## src/sv/bpa_pkg.sv

```systemverilog
// -----------------------------------------------------------------------------
// Bitmap page allocator package
// Shared widths, codes, payload words and controller/datapath interface types.
// -----------------------------------------------------------------------------
package bpa_pkg;

   localparam int MAX_PAGES = 4096;
   localparam int PAGE_W    = $clog2(MAX_PAGES);
   localparam int COUNT_W   = PAGE_W + 1;
   localparam int CMD_W     = 2;
   localparam int STATUS_W  = 2;

   // map storage: one memory row holds the used bits of WORD_W pages
   localparam int WORD_W    = 64;
   localparam int BIT_W     = $clog2(WORD_W);
   localparam int NUM_WORDS = MAX_PAGES / WORD_W;
   localparam int WADDR_W   = $clog2(NUM_WORDS);

   localparam logic [COUNT_W-1:0] PAGE_LIMIT = COUNT_W'(MAX_PAGES);

   typedef enum logic [CMD_W-1:0] {
      CMD_ALLOC   = 2'd0,
      CMD_FREE    = 2'd1,
      CMD_RESERVE = 2'd2
   } cmd_type;

   typedef enum logic [STATUS_W-1:0] {
      ST_OK       = 2'd0,
      ST_OOM      = 2'd1,
      ST_NOT_USED = 2'd2,
      ST_RANGE    = 2'd3
   } status_type;

   typedef enum logic [1:0] {
      WR_ZERO,
      WR_SET,
      WR_CLEAR
   } wr_op_type;

   typedef enum logic [3:0] {
      S_CLEAR,
      S_IDLE,
      S_DECIDE,
      S_SCAN_RD,
      S_SCAN_EVAL,
      S_CHK_RD,
      S_CHK_EVAL,
      S_WR_RD,
      S_WR_EVAL,
      S_RESP
   } state_type;

   typedef struct packed {
      logic [CMD_W-1:0]   command;
      logic [PAGE_W-1:0]  start_page;
      logic [COUNT_W-1:0] page_count;
   } req_type;

   typedef struct packed {
      logic [STATUS_W-1:0] status;
      logic [PAGE_W-1:0]   first_page;
   } rsp_type;

   // controller -> datapath
   typedef struct packed {
      logic       load;
      logic       w_inc;
      logic       scan_step;
      logic       scan_hit;
      logic       rng_first;
      logic       wr_en;
      wr_op_type  wr_op;
      logic       st_wr;
      status_type st_code;
      logic       rsp_load;
   } dp_cmd_type;

   // datapath -> controller
   typedef struct packed {
      logic [CMD_W-1:0] command;
      logic             count_zero;
      logic             oob;
      logic             empty;
      logic             found;
      logic             word_last;
      logic             rng_last;
      logic             check_ok;
   } dp_stat_type;

endpackage

```

## src/sv/bpa_ctrl.sv

```systemverilog
// -----------------------------------------------------------------------------
// Bitmap page allocator controller
// Sequences clearing, scanning, range check and range update, one map word at a time.
// -----------------------------------------------------------------------------
module bpa_ctrl (
   input  logic                   clock,
   input  logic                   reset,
   input  logic                   req_valid,
   output logic                   req_ready,
   output logic                   rsp_valid,
   input  logic                   rsp_ready,
   input  bpa_pkg::dp_stat_type   dp_stat,
   output bpa_pkg::dp_cmd_type    dp_cmd
);
   import bpa_pkg::*;

   state_type state_ff, state_in;
   logic      rsp_valid_ff, rsp_valid_in;
   logic      rsp_free;

   assign rsp_free = !rsp_valid_ff || rsp_ready;

   always_ff @(posedge clock) begin
      if (reset) begin
         state_ff     <= S_CLEAR;
         rsp_valid_ff <= 1'b0;
      end else begin
         state_ff     <= state_in;
         rsp_valid_ff <= rsp_valid_in;
      end
   end

   always_comb begin
      state_in       = state_ff;
      req_ready      = 1'b0;
      dp_cmd         = '0;
      dp_cmd.wr_op   = WR_ZERO;
      dp_cmd.st_code = ST_OK;
      unique case (state_ff)
         S_CLEAR: begin
            dp_cmd.wr_en = 1'b1;
            dp_cmd.w_inc = 1'b1;
            if (dp_stat.word_last) begin
               state_in = S_IDLE;
            end
         end
         S_IDLE: begin
            req_ready = 1'b1;
            if (req_valid) begin
               dp_cmd.load = 1'b1;
               state_in    = S_DECIDE;
            end
         end
         S_DECIDE: begin
            unique case (dp_stat.command)
               CMD_ALLOC: begin
                  state_in = S_SCAN_RD;
               end
               CMD_FREE: begin
                  priority if (dp_stat.count_zero) begin
                     state_in = S_RESP;
                  end else if (dp_stat.oob) begin
                     dp_cmd.st_wr   = 1'b1;
                     dp_cmd.st_code = ST_RANGE;
                     state_in       = S_RESP;
                  end else begin
                     dp_cmd.rng_first = 1'b1;
                     state_in         = S_CHK_RD;
                  end
               end
               CMD_RESERVE: begin
                  if (dp_stat.empty) begin
                     state_in = S_RESP;
                  end else begin
                     dp_cmd.rng_first = 1'b1;
                     state_in         = S_WR_RD;
                  end
               end
               default: begin
                  state_in = S_RESP;
               end
            endcase
         end
         S_SCAN_RD: begin
            state_in = S_SCAN_EVAL;
         end
         S_SCAN_EVAL: begin
            priority if (dp_stat.found) begin
               dp_cmd.scan_hit = 1'b1;
               state_in        = S_WR_RD;
            end else if (dp_stat.word_last) begin
               dp_cmd.st_wr   = 1'b1;
               dp_cmd.st_code = ST_OOM;
               state_in       = S_RESP;
            end else begin
               dp_cmd.scan_step = 1'b1;
               dp_cmd.w_inc     = 1'b1;
               state_in         = S_SCAN_RD;
            end
         end
         S_CHK_RD: begin
            state_in = S_CHK_EVAL;
         end
         S_CHK_EVAL: begin
            priority if (!dp_stat.check_ok) begin
               dp_cmd.st_wr   = 1'b1;
               dp_cmd.st_code = ST_NOT_USED;
               state_in       = S_RESP;
            end else if (dp_stat.rng_last) begin
               dp_cmd.rng_first = 1'b1;
               state_in         = S_WR_RD;
            end else begin
               dp_cmd.w_inc = 1'b1;
               state_in     = S_CHK_RD;
            end
         end
         S_WR_RD: begin
            state_in = S_WR_EVAL;
         end
         S_WR_EVAL: begin
            dp_cmd.wr_en = 1'b1;
            dp_cmd.wr_op = (dp_stat.command == CMD_FREE) ? WR_CLEAR : WR_SET;
            if (dp_stat.rng_last) begin
               state_in = S_RESP;
            end else begin
               dp_cmd.w_inc = 1'b1;
               state_in     = S_WR_RD;
            end
         end
         S_RESP: begin
            if (rsp_free) begin
               dp_cmd.rsp_load = 1'b1;
               state_in        = S_IDLE;
            end
         end
         default: begin
            state_in = S_IDLE;
         end
      endcase
   end

   // hold the result word until taken; a new one lands only in a free slot
   always_comb begin
      if (dp_cmd.rsp_load) begin
         rsp_valid_in = 1'b1;
      end else if (rsp_ready) begin
         rsp_valid_in = 1'b0;
      end else begin
         rsp_valid_in = rsp_valid_ff;
      end
   end

   assign rsp_valid = rsp_valid_ff;

endmodule

```

## config.mk

```make
export PLATFORM = sky130hd
export DESIGN_NAME = bpa_ctrl
export DESIGN_NICKNAME = d
export VERILOG_FILES = /design/src/sv/bpa_pkg.sv /design/src/sv/bpa_ctrl.sv
export SDC_FILE = /design/constraint.sdc
export NUM_CORES = 1
export LEC_CHECK = 0
export ABC_CLOCK_PERIOD_IN_PS = 2900
export BUFFER_PORTS_ARGS = -buffer_cell sky130_fd_sc_hd__buf_2
export CORE_AREA = 2 2 39 41
export CTS_CLUSTER_SIZE = 12
export DETAILED_ROUTE_END_ITERATION = 16
export DIE_AREA = 0 0 41 43
export PLACE_DENSITY = 0.78
export RECOVER_POWER = 100
export SLEW_MARGIN = 0
export SYNTH_ARGS = -nofsm -noshare
export SYNTH_HDL_FRONTEND = slang
export SYNTH_SLANG_ARGS = --single-unit
```

## constraint.sdc

```tcl
create_clock -name clock -period 2.9 [get_ports clock]
set_clock_uncertainty 0.1 [all_clocks]
set_input_delay 0.58 -clock clock [delete_from_list [all_inputs] [get_ports clock]]
set_output_delay 0.58 -clock clock [all_outputs]
set_load 0.02 [all_outputs]
```

==> flow_summary.ini <==
[routing]
dr.first_iter.drc_count = 15
firstDrtPassIters = 4
vias = 701
wl_mm = 1.581
route.detailed.drc = 0
routedWlPerCell_um = 12.65
avgViaCountPerCell = 5.608
antenna_left = 0

[logic_synthesis]
synth_fp_nets = 104
syn_area_um2 = 626.9
async_flop_share = 0
ys.flop_type = dfxtp_1
postSynthCellCount = 86
yosysWarnings = 0
yosysSeqAreaShare = 0.1597
ys_types = 39
ys_ff_latch = 5
synth_edf_count = 0
syn_area_per_cell_um2 = 7.289

[power_and_ir_drop]
leakage_nw = 0.3325
p_per_area_mw_per_mm2 = 303.0
peakVddDrop_uv = 373.7

[timing]
worst_slew_pin_slew_ns = 0.5549
fin_hold_ws_ns = 0.4525
min_period_ns = 2.459
period_share = 0.8478
fin_ws_ns = 0.4415
setup_viol = 0
max_freq_mhz = 406.8
rsz0062_at_grt = false
drv_slew = 0
fin_setup_tns_ns = 0
finalHoldViolations = 0
relSlewSlack = 0.6295

[grt]
grt_use_total = 0.2030
gr-total-overflow = 0
first_global_vias = 622
antenna_found_initial = 0
grt_pass1_wl_mm = 2.504
grtUsageMet2 = 0.3344
met3_usage = 0.04712
top_usage_layer = met2
grt_max_degree = 19
met1_usage = 0.2581

[cts]
numCtsBuffers = 3
clkSinkCount = 5
ctsResizeCount = 0
tritoncts = yes
cts_hold_buf = 0
clk_latency_ns = 0.24
cts_setup_buffers = 0
path_clk_slew_ns = 0.04
root_buffer = clkbuf_4
htree_levels = 1
cts_buffer_depth = 2

[worst_setup_path]
worst-setup-path-type = reg -> out
cp-startpoint = state_ff[3]$_SDFFE_PP0P_
crit_slowest_cell = dfxtp_1
arrival_ns = 1.78
worst_path_dominant_cell_family = simple AND/OR/NAND/NOR gates
worstSetupEndpointType = output port
max_stage_delay_ns = 0.48
critPathBufInv = 1
start_kind = flop
worstPathMaxFanout = 18
required_ns = 2.22
rr_startpoint = state_ff[3]$_SDFFE_PP0P_
path_cells = nor2_1 > nand2_1 > or2_0 > o21ai_1 > clkbuf_1

[min_path]
min_path_type = in -> reg
worstHoldStart = reset

[finish]
area_growth_pct = 15.57
n_antenna_cell = 0
nets = 128
layout_commonest_cell = buf_2
final_layout_size_suffix_gt1_frac = 0.1651
most-common-layout-cells = 15 x buf_2, 12 x clkbuf_1, 11 x nor2_1

[floorplan]
die-area_mm2 = 0.001763
coreArea_mm2 = 0.001384
die_h_um = 43
io_pins = 27
rows = 14
start_util = 0.4530
die_x_um = 41

[place]
portBuffers = 26
place.gp.congestion = 0.7998
post-dp-hpwl_mm = 1.224
pre_cts_ws_ns = 0.5393

[status]
outcome = finished, final reports clean

[run]
maxCapViolations = 0
## final timing paths
kind              slack, ns  depth (start not counted)                  endpoint
setup / recovery       0.44                          5                 dp_cmd[1]
hold / removal         0.45                          2    rsp_valid$_SDFFE_PP0P_
setup reg to reg       1.18                          4  state_ff[1]$_SDFFE_PP0P_
hold reg to reg        0.59                          3    rsp_valid$_SDFFE_PP0P_
## flip-flops by register name, indices dropped and copies added, names as in the netlist
register	cells
rsp_valid	1
state_ff	4
## final cells by class
class / count / area, um^2
timing repair buffer: 26 / 116.4
fill: 135 / 659.4
inverter: 3 / 11.26
multi-input combinational: 71 / 450.4
clock buffer: 4 / 26.28
tap: 16 / 20.02
sequential: 5 / 100.1
## cells by family (layout without fill, tap and decap cells)
family	Yosys count	count (layout)	synth area share
muxes	1	1	0.01597
and+or+nand+nor	42	42	0.3892
DFF	5	5	0.1597
xor gates and xnor gates	1	1	0.01397
AOI/OAI and AO/OA	22	22	0.2276
buffers and inverters	10	33	0.09380
adders and majority gates	5	5	0.09980
## cell usage after synthesis, types with 3 or more instances
cell type / number / area (um^2)
buf_4: 3 / 22.52
and3_1: 4 / 25.02
nor3_1: 6 / 30.03
ha_1: 5 / 62.56
dfxtp_1: 5 / 100.1
nand2b_1: 3 / 18.77
a21oi_1: 7 / 35.03
inv_1: 3 / 11.26
nand2_1: 4 / 15.01
nor2_1: 10 / 37.54
## routing by layer
layer | wire length [um] | up-vias
met5 | 0 | -
met4 | 0 | 0
met3 | 91 | 0
met2 | 803 | 20
met1 | 687 | 329
li1 | - | 352
## stage by stage
| step | cell area (um^2) | power [mW] | instances | utilization |
|---|---|---|---|---|
| floorplan | 626.9 | 0.1223 | 86 | - |
| global placement | 729.5 | 0.1436 | 121 | 0.5271 |
| detailed placement | 729.5 | 0.1456 | 121 | 0.5271 |
| CTS | 755.7 | 0.2260 | 125 | 0.5461 |
| global route | 724.4 | 0.2340 | 125 | 0.5235 |
| finish | 724.4 | 0.2195 | 125 | 0.5235 |
## power by group
part | total (mW) | leakage, nW | switching (mW) | internal (mW)
logic | 0.0610 | 0.277 | 0.0366 | 0.0244
clock network | 0.0794 | 0.0150 | 0.0274 | 0.0520
registers | 0.0792 | 0.0406 | 0.00788 | 0.0713
total | 0.220 | 0.333 | 0.0719 | 0.148
Power figures use the tool's default switching activity.
